--- src/hdl/apu_tfs_pkg.sv ---
// ----------------------------------------------------------------------------
// apu_tfs_pkg
// Shared types and constants for the audio frame sequencer and its bench.
// ----------------------------------------------------------------------------
package apu_tfs_pkg;

    // configuration register indexes
    typedef enum logic [1:0] {
        CFG_FOUR_STEP_MODE = 2'd0,
        CFG_IRQ_INHIBIT    = 2'd1,
        CFG_FRAME_PERIOD   = 2'd2,
        CFG_SAMPLE_PERIOD  = 2'd3
    } cfg_index_t;

    localparam int unsigned CFG_DATA_W = 16;
    localparam int unsigned DIV_W      = 16;
    localparam int unsigned STEP_W     = 3;
    localparam int unsigned CLK_CNT_W  = 2;

    typedef logic [CFG_DATA_W-1:0] cfg_data_t;
    typedef logic [DIV_W-1:0]      div_t;
    typedef logic [STEP_W-1:0]     step_t;
    typedef logic [CLK_CNT_W-1:0]  clk_cnt_t;

    // sequence lengths
    localparam step_t FOUR_STEP_LEN = 3'd4;
    localparam step_t FIVE_STEP_LEN = 3'd5;

    // step numbers with special meaning
    localparam step_t STEP_ONE   = 3'd1;
    localparam step_t STEP_THREE = 3'd3;
    localparam step_t STEP_FOUR  = 3'd4;

    // register reset values
    localparam logic RST_FOUR_STEP_MODE = 1'b1;
    localparam logic RST_IRQ_INHIBIT    = 1'b0;
    localparam div_t RST_FRAME_PERIOD   = 16'd7457;
    localparam div_t RST_SAMPLE_PERIOD  = 16'd40;

endpackage

--- src/hdl/apu_tick_frame_sequencer_core.sv ---
// ----------------------------------------------------------------------------
// apu_tick_frame_sequencer_core
// Frame sequencer and channel clock distributor of a console audio unit.
// ----------------------------------------------------------------------------
// Each input item is one CPU tick and yields exactly one result item. The
// result is computed combinationally from the accepted item and the
// sequencer state (tick parity, frame and sample dividers, step number) and
// lands in the output register as the item is accepted. A new item is
// taken every cycle while the output register is empty or being drained, so
// the sustained rate is one item per clock; the state update is the only
// loop. Configuration writes apply at once and take effect from the next
// accepted item.
module apu_tick_frame_sequencer_core
(
    input  logic                   clk,
    input  logic                   rst_n,
    // configuration
    input  logic                   cfg_write_en,
    input  apu_tfs_pkg::cfg_index_t cfg_index,
    input  apu_tfs_pkg::cfg_data_t cfg_data,
    // tick items
    input  logic                   in_valid,
    output logic                   in_ready,
    input  logic                   frame_write,
    // result items
    output logic                   out_valid,
    input  logic                   out_ready,
    output logic [1:0]             square_clocks,
    output logic [1:0]             triangle_clocks,
    output logic                   quarter_frame,
    output logic [1:0]             half_frame_count,
    output logic                   irq_set,
    output logic                   sample_strobe
);
    import apu_tfs_pkg::*;

    // configuration registers
    logic four_step_mode_reg;
    logic irq_inhibit_reg;
    div_t frame_period_reg;
    div_t sample_period_reg;

    // sequencer state
    logic  tick_parity_reg,    tick_parity_next;
    div_t  frame_divider_reg,  frame_divider_next;
    div_t  sample_divider_reg, sample_divider_next;
    step_t step_number_reg,    step_number_next;

    // result register
    logic     out_valid_reg;
    clk_cnt_t square_clocks_reg,    square_clocks_next;
    clk_cnt_t triangle_clocks_reg,  triangle_clocks_next;
    logic     quarter_frame_reg,    quarter_frame_next;
    clk_cnt_t half_frame_reg,       half_frame_next;
    logic     irq_set_reg,          irq_set_next;
    logic     sample_strobe_reg,    sample_strobe_next;

    logic  accept;
    logic  even_tick;
    logic  frame_fire;
    div_t  frame_eff_period;
    div_t  sample_eff_period;
    div_t  frame_div_inc;
    div_t  sample_div_inc;
    step_t seq_len;
    step_t cur_step;
    step_t inc_step;

    // handshake
    assign in_ready = !out_valid_reg || out_ready;
    assign accept   = in_valid && in_ready;

    // configuration writes
    always_ff @(posedge clk or negedge rst_n)
    begin
        if (!rst_n)
        begin
            four_step_mode_reg <= RST_FOUR_STEP_MODE;
            irq_inhibit_reg    <= RST_IRQ_INHIBIT;
            frame_period_reg   <= RST_FRAME_PERIOD;
            sample_period_reg  <= RST_SAMPLE_PERIOD;
        end
        else if (cfg_write_en)
        begin
            case (cfg_index)
                CFG_FOUR_STEP_MODE: four_step_mode_reg <= cfg_data[0];
                CFG_IRQ_INHIBIT:    irq_inhibit_reg    <= cfg_data[0];
                CFG_FRAME_PERIOD:   frame_period_reg   <= cfg_data[DIV_W-1:0];
                CFG_SAMPLE_PERIOD:  sample_period_reg  <= cfg_data[DIV_W-1:0];
                default:            ;
            endcase
        end
    end

    // dividers: fire at zero, zero period acts as one
    always_comb
    begin
        frame_eff_period  = (frame_period_reg == '0) ? div_t'(1) : frame_period_reg;
        sample_eff_period = (sample_period_reg == '0) ? div_t'(1) : sample_period_reg;
        frame_div_inc     = frame_divider_reg + div_t'(1);
        sample_div_inc    = sample_divider_reg + div_t'(1);

        frame_fire          = (frame_divider_reg == '0);
        frame_divider_next  = (frame_div_inc >= frame_eff_period) ? '0 : frame_div_inc;
        sample_divider_next = (sample_div_inc >= sample_eff_period) ? '0 : sample_div_inc;
        sample_strobe_next  = (sample_divider_reg == '0);
        tick_parity_next    = !tick_parity_reg;
    end

    // step sequence and result fields
    always_comb
    begin
        even_tick = !tick_parity_reg;
        seq_len   = four_step_mode_reg ? FOUR_STEP_LEN : FIVE_STEP_LEN;
        cur_step  = (step_number_reg >= seq_len) ? '0 : step_number_reg;
        inc_step  = cur_step + step_t'(1);

        square_clocks_next   = {frame_write && even_tick, even_tick && !frame_write};
        triangle_clocks_next = {frame_write, !frame_write};
        quarter_frame_next   = 1'b0;
        irq_set_next         = 1'b0;
        half_frame_next      = {1'b0, frame_write};
        step_number_next     = step_number_reg;

        if (frame_fire)
        begin
            if (four_step_mode_reg)
            begin
                quarter_frame_next = 1'b1;
                if (cur_step == STEP_ONE || cur_step == STEP_THREE)
                begin
                    half_frame_next = half_frame_next + clk_cnt_t'(1);
                end
                irq_set_next = (cur_step == STEP_THREE) && !irq_inhibit_reg;
            end
            else
            begin
                quarter_frame_next = (cur_step != STEP_THREE);
                if (cur_step == STEP_ONE || cur_step == STEP_FOUR)
                begin
                    half_frame_next = half_frame_next + clk_cnt_t'(1);
                end
            end
            step_number_next = (inc_step >= seq_len) ? '0 : inc_step;
        end
    end

    // state advances once per accepted item
    always_ff @(posedge clk or negedge rst_n)
    begin
        if (!rst_n)
        begin
            tick_parity_reg    <= 1'b0;
            frame_divider_reg  <= '0;
            sample_divider_reg <= '0;
            step_number_reg    <= '0;
        end
        else if (accept)
        begin
            tick_parity_reg    <= tick_parity_next;
            frame_divider_reg  <= frame_divider_next;
            sample_divider_reg <= sample_divider_next;
            step_number_reg    <= step_number_next;
        end
    end

    // output valid
    always_ff @(posedge clk or negedge rst_n)
    begin
        if (!rst_n)
        begin
            out_valid_reg <= 1'b0;
        end
        else if (in_ready)
        begin
            out_valid_reg <= in_valid;
        end
    end

    // output payload
    always_ff @(posedge clk)
    begin
        if (accept)
        begin
            square_clocks_reg   <= square_clocks_next;
            triangle_clocks_reg <= triangle_clocks_next;
            quarter_frame_reg   <= quarter_frame_next;
            half_frame_reg      <= half_frame_next;
            irq_set_reg         <= irq_set_next;
            sample_strobe_reg   <= sample_strobe_next;
        end
    end

    assign out_valid        = out_valid_reg;
    assign square_clocks    = square_clocks_reg;
    assign triangle_clocks  = triangle_clocks_reg;
    assign quarter_frame    = quarter_frame_reg;
    assign half_frame_count = half_frame_reg;
    assign irq_set          = irq_set_reg;
    assign sample_strobe    = sample_strobe_reg;

endmodule

--- config.mk ---
export PLATFORM = sky130hd
export DESIGN_NAME = apu_tick_frame_sequencer_core
export DESIGN_NICKNAME = d
export VERILOG_FILES = /design/src/hdl/apu_tfs_pkg.sv /design/src/hdl/apu_tick_frame_sequencer_core.sv
export SDC_FILE = /design/constraint.sdc
export NUM_CORES = 1
export LEC_CHECK = 0
export ABC_AREA = 1
export BUFFER_PORTS_ARGS = -buffer_cell sky130_fd_sc_hd__buf_4
export CAP_MARGIN = 15
export CELL_PAD_IN_SITES_DETAIL_PLACEMENT = 1
export CELL_PAD_IN_SITES_GLOBAL_PLACEMENT = 2
export CORE_AREA = 2 2 84 167
export DETAILED_ROUTE_END_ITERATION = 7
export DIE_AREA = 0 0 86 169
export PLACE_DENSITY = 0.85
export SYNTH_ARGS = -nofsm -noshare
export SYNTH_HDL_FRONTEND = slang
export SYNTH_SLANG_ARGS = --single-unit
--- constraint.sdc ---
create_clock -name clk -period 4.25 [get_ports clk]
set_input_delay 0.85 -clock clk [delete_from_list [all_inputs] [get_ports clk]]
set_output_delay 0.85 -clock clk [all_outputs]
set_load 0.01 [all_outputs]
==> metrics, run 1 <==
status=complete, no violations; slowest CP cell=dfrtp_1; critical path capture point type=register; All-Layer GR Usage=a little under 20%; Antenna Violating Nets Remaining=0; area delta synth->final=13.4%; register bit total from synthesis=80; RSZ-0062 raised after global routing=false; Critical path buffers and inverters=1; top-area cell type share of the netlist area=a little under a third; antenna violations before repair=0; hold wc startpoint=step_number_reg[0]$_DFFE_PN0P_; Flop pwr share=39.9%; Die Footprint=about 15000 µm²; Final Util=between 40% and 50%; vias in the first global route=4645; main area contributors after synthesis=dfrtp_1, nand2_1, ha_1, inv_1, edfxtp_1; critical path required time=4.47 ns; Commonest cells post-synth=nand2_1, inv_1, dfrtp_1; Netlist cell types=33; H-tree levels=3; share of layout cells above drive strength 1=a little under an eighth; wire per inst=15.2 µm; final-layout fill cell count=roughly 1700; Max Cap Viol=0; Worst-path clk slew=about 0.060 ns; Synth Flop Type=dfrtp_1; Final period util=around 65%; # diodes=0; number of remaining DRC errors=0; first-pass GRT wire length=around 23000 µm; Power Density=between 400 and 500 nW/µm²; DPL Wire Length=roughly 10000 µm; vias per std cell=between 5 and 6; Final Max Slew Viols=0; Post-synth EDFFs=9; detailed-route wire length=13200 µm; Clock Root Buffer=clkbuf_16; Fin Clk Skew=0.00775 ns; critical path depth=14; gr ovfl total=0; r2r startpoint=sample_divider_reg[0]$_DFFE_PN0P_; starting density of the core=between 30% and 40%; internal power=~1.7 mW; Slew HR=24.5%; 1st-pass router iterations=4; Rows=60; CTS Buffer Depth=2; Avg Synthesized Cell Area=about 7.5 µm²; largest stage delay on the critical path=about 0.45 ns; hold-fix buffers at CTS=0; switching power=around 900 µW; Setup-failing EPs final=0; Setup TNS=0 ns; Num Clock Sinks=80; vias=4358; delay-heaviest family, CP=simple AND/OR/NAND/NOR gates; Post-Syn Nets=about 750; port bufs=34; crit-path cells=ha_1, nand2_1, nor2_1, nand2_1, o21ai_0, nand2_1, ha_1, nand2_1, inv_1, nand3_1, nor2_1, nand2_1, nand3_1, nand2_1; cts repair resizes=0; io pins=35; most frequent cell after synthesis=nand2_1; crit path max fanout=16; CTS tree=done; Critical path origin=sample_divider_reg[0]$_DFFE_PN0P_; cell repeated most along the worst path=nand2_1; reg-to-reg endpoint=sample_divider_reg[11]$_DFFE_PN0P_; synthesized area=5100 µm²; FMAX=around 360 MHz; Clk pwr share=approximately 31%; Slew @ Worst Pin=approximately 1.1 ns; Final Hold Fails=0; Startpoint Class=register; Leak=between 3 and 4 nW; combinational share of power=29.2%; Pwr Total=about 2.6 mW; Placer Congestion=between 0.7 and 0.8; r2r setup slk=approximately 1.5 ns; Worst Hold Class=reg -> reg; Synth area leader=dfrtp_1; largest net degree at the start of global routing=72; TritonCTS Buffers=9; Seq/Total Area, Yosys=40.3%; die extent in y=about 170 µm; worst setup path class=reg -> reg; Final nets=roughly 780; Reg2Reg Depth=14; Async S/R FF share, synth=88.8%; Post-Syn Instances=~680; Horiz. Die Dim=approximately 86 µm; end of the critical path=sample_divider_reg[11]$_DFFE_PN0P_; CP Data Arrival Time=slightly below 3 ns; Sw Ratio=35.4%; Ys Warns=0; final worst path period need=2.75 ns; later-pin clock latency in the skew report=between 0.3 and 0.4 ns; worst IR drop on VDD=between 0.2 and 0.25 mV; number of post-CTS setup repair buffers=0; core area=~13000 µm²; Iter 0 DRT Violations=134
## cell usage in the layout (no fill, tap or decap)
cell | synthesis | final
o21ai_0 | 45 | 45
o21ai_2 | 1 | 1
a21oi_1 | 12 | 12
and2_1 | 1 | 1
dfrtp_1 | 62 | 62
nor2_4 | 3 | 3
a31o_2 | 1 | 1
clkbuf_16 | 0 | 9
inv_2 | 1 | 1
buf_4 | 0 | 34
dfstp_2 | 9 | 9
nand4_1 | 14 | 14
xor2_1 | 12 | 12
nand2_1 | 212 | 212
bufinv_16 | 0 | 1
o21ai_1 | 1 | 1
clkinv_4 | 0 | 6
xnor2_1 | 3 | 3
nand3_2 | 4 | 4
clkinv_1 | 1 | 1
ha_1 | 44 | 44
nand3b_1 | 4 | 4
mux2i_1 | 1 | 1
nor2_1 | 40 | 40
or2_2 | 1 | 1
a31oi_1 | 1 | 1
nor3_1 | 2 | 2
nor2_2 | 5 | 5
inv_1 | 109 | 109
nor4_1 | 10 | 10
nand2_2 | 5 | 5
a21oi_4 | 1 | 1
nand3_1 | 50 | 50
edfxtp_1 | 9 | 9
## routing by layer
metal | share of wire (%) | track usage (%) | up-vias
li1 | - | - | 2220
met1 | 47 | 26.1 | 2082
met2 | 50 | 33.4 | 46
met3 | 2.4 | 2.34 | 10
met4 | 1.1 | 4.76 | 0
met5 | 0 | 0 | -
## power groups by stage
stage               combinational (mW)  clock (mW)  sequential [mW]
finish                           0.754       0.798             1.03
detailed placement               0.770           0             1.05
CTS                              0.775       0.822             1.03
global placement                 0.749           0             1.04
floorplan                        0.543           0             1.02
global route                     0.890       0.839             1.05
## stage by stage
stage	area, µm²	instances	hold WS, ns	worst slack [ns]
floorplan	5100	677	0.453	1.94
global placement	5480	853	0.471	1.58
detailed placement	5480	853	0.482	1.56
CTS	5790	869	0.498	1.50
global route	5790	869	0.516	1.20
finish	5790	869	0.491	1.50
## cell families (layout without fill, tap and decap cells)
kind of cell	count (synthesis)	after routing	share of synthesized area, %
multiplexers	1	1	0.196
buffers and inverters	124	161	9.58
AND/OR/NAND/NOR	351	351	30.1
adder cells (fa/ha/maj)	44	44	10.8
XOR/XNOR	15	15	2.57
AO/OA/AOI/OAI	62	62	6.47
flip-flops	80	80	40.3
## worst min path at each step
stage / endpoint / slack [ns] / cells after the start
3_3_place_gp: sample_period_reg[9]$_DFFE_PN0P_ / 0.47 / 2
4_1_cts: step_number_reg[0]$_DFFE_PN0P_ / 0.50 / 2
6_report: step_number_reg[0]$_DFFE_PN0P_ / 0.49 / 2
5_1_grt: step_number_reg[0]$_DFFE_PN0P_ / 0.52 / 2
3_5_place_dp: step_number_reg[0]$_DFFE_PN0P_ / 0.48 / 2
2_1_floorplan: sample_period_reg[10]$_DFFE_PN0P_ / 0.45 / 2
## cell type report
class                   count  area [µm²]  area share, %
clock inverters             7        82.6           1.43
multi-input cells         473        2560           44.2
repair buffers             34         255           4.41
flip-flops and latches     80        2060           35.6
well taps                 155         194           3.35
clock buffers               9         225           3.89
inverters                 111         417           7.20
## worst min-delay path: cells and delay by family (launching register included)
family          cells  cell delay [ns]
flops               1             0.35
simple gates        1             0.05
compound gates      1             0.05
Note: power is estimated with default switching activity, not from simulation.
==> run 2: changes to the inputs <==
CORE_AREA = 2 2 93 184   (was 2 2 84 167)
DIE_AREA = 0 0 95 186   (was 0 0 86 169)
PLACE_DENSITY = 0.74   (was 0.85)
clock period = 2.25 ns   (was 4.25 ns; I/O delays follow)
==> metrics, run 2 (synthesis gave the netlist of run 1 again) <==
die extent in y=about 190 µm; Startpoint Class=register; CP Data Arrival Time=~2.6 ns; reg-to-reg endpoint=frame_divider_reg[4]$_DFFE_PN0P_; r2r startpoint=frame_divider_reg[0]$_DFFE_PN0P_; final worst path period need=between 2 and 2.5 ns; antenna violations before repair=0; area delta synth->final=50.0%; most common cell after layout, fill and taps aside=nand2_1; starting density of the core=31.4%; Final Max Slew Viols=0; Leak=3.74 nW; share of layout cells above drive strength 1=40.5%; Max Cap Viol=0; Setup-failing EPs final=33; gr ovfl total=0; number of remaining DRC errors=0; 1st-pass router iterations=4; FMAX=427 MHz; Final nets=875; CTS Buffer Depth=2; end of the critical path=frame_divider_reg[4]$_DFFE_PN0P_; vias in the first global route=between 5000 and 6000; core area=approximately 16000 µm²; Clock Root Buffer=clkbuf_16; Setup TNS=-1.78 ns; Fin Clk Skew=roughly 0.013 ns; failing checks=negative setup slack; CTS tree=done; detailed-route wire length=19300 µm; Design Area, Final=about 7700 µm²; worst setup path class=reg -> reg; Rows=66; worst IR drop on VDD=around 0.46 mV; hold-fix buffers at CTS=0; largest net degree at the start of global routing=41; final-layout fill cell count=~1900; status=complete, but fails checks; Die Footprint=approximately 18000 µm²; Power Density=793 nW/µm²; Final WS setup=-0.0915 ns; pre-CTS setup slack=-0.261 ns; Placer Congestion=approximately 0.86; Num Clock Sinks=80; Worst Hold Class=in -> async; Horiz. Die Dim=95 µm; Critical path origin=frame_divider_reg[0]$_DFFE_PN0P_; critical path capture point type=register; first-pass GRT wire length=around 28000 µm; Slew HR=between 60% and 70%; crit path max fanout=8; Final period util=104%; All-Layer GR Usage=between 20% and 30%; vias per std cell=between 4 and 5; Antenna Violating Nets Remaining=0; r2r setup slk=-0.09 ns; RSZ-0062 raised after global routing=true; most frequent cells in the layout=nand2_1, buf_4, inv_1; vias=5046; Final Hold Fails=0; Reg2Reg Depth=15; port bufs=34; wire per inst=about 19 µm; TritonCTS Buffers=9; H-tree levels=3; Slew @ Worst Pin=0.472 ns; Iter 0 DRT Violations=113; DPL Wire Length=13600 µm; Placed Area=6130 µm²; # diodes=0; critical path required time=2.49 ns; Worst-path clk slew=approximately 0.070 ns; io pins=35; final worst hold slack=around 0.04 ns; later-pin clock latency in the skew report=0.36 ns
run 2: per-stage QoR:
step	util (%)	power, mW	cells
2_1_floorplan	-	2.97	677
3_3_place_gp	37.7	3.77	968
3_5_place_dp	37.7	3.89	968
4_1_cts	41.7	5.62	999
5_1_grt	47.1	6.43	1016
6_report	47.1	6.07	1016
run 2: critical path, cell delays in order, from the launching register on:
cell       delay (ns)
dfrtp_1          0.42
ha_4             0.18
nand2_4          0.07
nor2_4           0.19
nand2_4          0.11
o21ai_2          0.15
nand2_2          0.12
ha_4             0.29
nand2_2          0.04
inv_2            0.07
nand2_2          0.07
a21oi_4          0.15
nor2_4           0.08
clkbuf_16        0.17
nand3_2          0.07
nand2_1          0.04
run 2: layout make-up:
cell class	instances	area [µm²]	area share [%]
Multi-Input combinational cell	473	3450	45.0
Sequential cell	80	2070	27.1
Timing Repair Buffer	132	1160	15.2
Inverter	111	422	5.51
Tap cell	204	255	3.33
Clock buffer	9	225	2.94
Clock inverter	7	70.1	0.915
run 2: worst min path at each step:
| stage | start | slack, ns | to | cells past startpoint |
|---|---|---|---|---|
| 6_report | rst_n | 0.04 | frame_divider_reg[10]$_DFFE_PN0P_ | 1 |
| 5_1_grt | rst_n | 0.08 | frame_divider_reg[10]$_DFFE_PN0P_ | 1 |
| 4_1_cts | rst_n | 0.07 | frame_divider_reg[13]$_DFFE_PN0P_ | 1 |
| 3_5_place_dp | rst_n | 0.43 | frame_divider_reg[13]$_DFFE_PN0P_ | 1 |
| 3_3_place_gp | rst_n | 0.43 | frame_divider_reg[13]$_DFFE_PN0P_ | 1 |
| 2_1_floorplan | rst_n | 0.15 | frame_divider_reg[0]$_DFFE_PN0P_ | 0 |
run 2: timing repair:
item,in CTS,in global routing
hold endpoints to repair,0,0
cloned,1,3
setup buffers,16,14
pin swaps,20,103
setup endpoints to repair,33,36
resized for setup,53,147
run 2: power breakdown:
part	internal, mW	leakage [nW]	switching [mW]	total (mW)
Sequential	1.73	0.974	0.249	1.98
Clock	0.859	0.137	0.660	1.52
Combinational	1.16	2.63	1.41	2.57
Total	3.75	3.74	2.32	6.07
run 2: layer usage:
metal	vias to the layer above	part of all wire (%)	GRT usage [%]
met5	-	0	0
met4	0	6.6	13.0
met3	62	1.8	2.51
met2	86	60	43.2
met1	2489	31	18.1
li1	2409	-	-
==> run 3: changes to the inputs <==
REMOVE_ABC_BUFFERS = 1   (was unset)
==> metrics, run 3 (synthesis gave the netlist of run 1 again) <==
status=complete, but fails checks; failing checks=negative setup slack; critical path capture point type=register; Final WS setup=-0.0873 ns; slowest CP cell=dfrtp_2; die extent in y=roughly 190 µm; area delta synth->final=51.8%; io pins=35; Max Cap Viol=0; Die Footprint=about 18000 µm²; DPL Wire Length=12600 µm; antenna violations before repair=0; Clock Root Buffer=clkbuf_16; Placed Area=between 6000 and 7000 µm²; largest net degree at the start of global routing=33; Non-Filler Instances=~1000; TritonCTS Buffers=9; largest stage delay on the critical path=0.42 ns; crit path max fanout=8; H-tree levels=3; wire per inst=around 17 µm; Pwr Total=6.16 mW; most frequent cells in the layout=nand2_1, buf_4, inv_1; vias in the first global route=~5500; crit-path cells=inv_1, nor2_4, buf_4, nand3_2, xor2_2, ha_4, a21oi_2, a21oi_4, nor2_4, clkbuf_16, nand3_2, nand2_2; detailed-route wire length=17500 µm; CTS tree=done; vias per std cell=4.87; number of remaining DRC errors=0; Fin Clk Skew=between 0.006 and 0.007 ns; 1st-pass router iterations=4; Setup TNS=-0.674 ns; delay-heaviest family, CP=simple AND/OR/NAND/NOR gates; hold-fix buffers at CTS=0; Final Hold Fails=0; core area=between 15000 and 20000 µm²; gr ovfl total=0; CP Data Arrival Time=approximately 2.6 ns; CTS Buffer Depth=2; final worst path period need=2.34 ns; All-Layer GR Usage=about a fifth; placed cells=975; critical path required time=about 2.5 ns; Final Util=a little under half; worst IR drop on VDD=between 0.3 and 0.4 mV; Startpoint Class=register; # diodes=0; Final period util=104%; Num Clock Sinks=80; Final Max Slew Viols=0; Critical path buffers and inverters=3; FMAX=428 MHz; final worst hold slack=between 0.04 and 0.05 ns; Slew @ Worst Pin=roughly 0.47 ns; RSZ-0062 raised after global routing=true; starting density of the core=between 30% and 40%; vias=4971; Rows=66; Setup-failing EPs final=23; port bufs=34; Power Density=795 nW/µm²; Antenna Violating Nets Remaining=0; Worst Hold Class=in -> async; Iter 0 DRT Violations=~170; Final nets=roughly 900; pre-CTS setup slack=-0.245 ns; Slew HR=about 68%; Design Area, Final=roughly 7800 µm²; Placer Congestion=~0.8; later-pin clock latency in the skew report=0.35 ns; most common cell after layout, fill and taps aside=nand2_1; Horiz. Die Dim=95 µm; worst setup path class=reg -> reg; share of layout cells above drive strength 1=around 43%; Worst-path clk slew=around 0.07 ns; Leak=3.75 nW; first-pass GRT wire length=26600 µm
[run 3: cell count changes in the layout (fill, tap and decap cells not counted), moves of 3 or more]
cell,delta
xor2_1,-4
inv_1,-3
nand2_2,+6
nand2_1,-6
buf_8,+3
inv_2,+3
buf_4,+5
[run 3: worst paths after layout]
path	end	slack, ns	depth (start not counted)	startpoint
max	frame_divider_reg[11]$_DFFE_PN0P_	-0.09	12	frame_divider_reg[0]$_DFFE_PN0P_
min	step_number_reg[0]$_DFFE_PN0P_	0.04	1	rst_n
max reg2reg	frame_divider_reg[11]$_DFFE_PN0P_	-0.09	12	frame_divider_reg[0]$_DFFE_PN0P_
min reg2reg	sample_period_reg[11]$_DFFE_PN0P_	0.48	2	sample_period_reg[11]$_DFFE_PN0P_
max in group asynchronous	frame_period_reg[0]$_DFFE_PN1P_	1.60	2	rst_n
min in group clk	out_valid$_DFFE_PN0N_	0.33	3	in_valid
[run 3: per-layer routing]
metal | global-route usage [%] | vias to the layer above | wire length, µm
li1 | - | 2411 | -
met1 | 18.1 | 2474 | 5700
met2 | 41.7 | 54 | 10900
met3 | 3.08 | 32 | 287
met4 | 7.01 | 0 | 606
met5 | 0 | - | 0
[run 3: worst reg2reg max path, cell delays in order (launching register included)]
cell and delay [ns]:
dfrtp_2 0.42, inv_1 0.11, nor2_4 0.16, buf_4 0.14, nand3_2 0.12, xor2_2 0.26, ha_4 0.25, a21oi_2 0.21
a21oi_4 0.09, nor2_4 0.15, clkbuf_16 0.20, nand3_2 0.09, nand2_2 0.09
[run 3: repair_timing]
item / CTS / global route
endpoints found under the setup margin: 35 / 37
resized for setup: 81 / 148
gates cloned: 1 / 1
setup buffers: 13 / 16
pin swaps: 35 / 100
[run 3: cell type report]
type                    count  area, µm²
fillers                  1907       8520
inverters                 111        419
clock inverters             6       91.3
repair buffers            137       1170
flip-flops and latches     80       2070
well taps                 204        255
clock buffers              10        239
multi-input cells         473       3510
[run 3: report_power, final]
group	total (mW)	internal (mW)	switching (mW)
sequential	1.96	1.73	0.226
combinational	2.54	1.16	1.38
clock	1.66	1.01	0.649
total	6.16	3.90	2.26
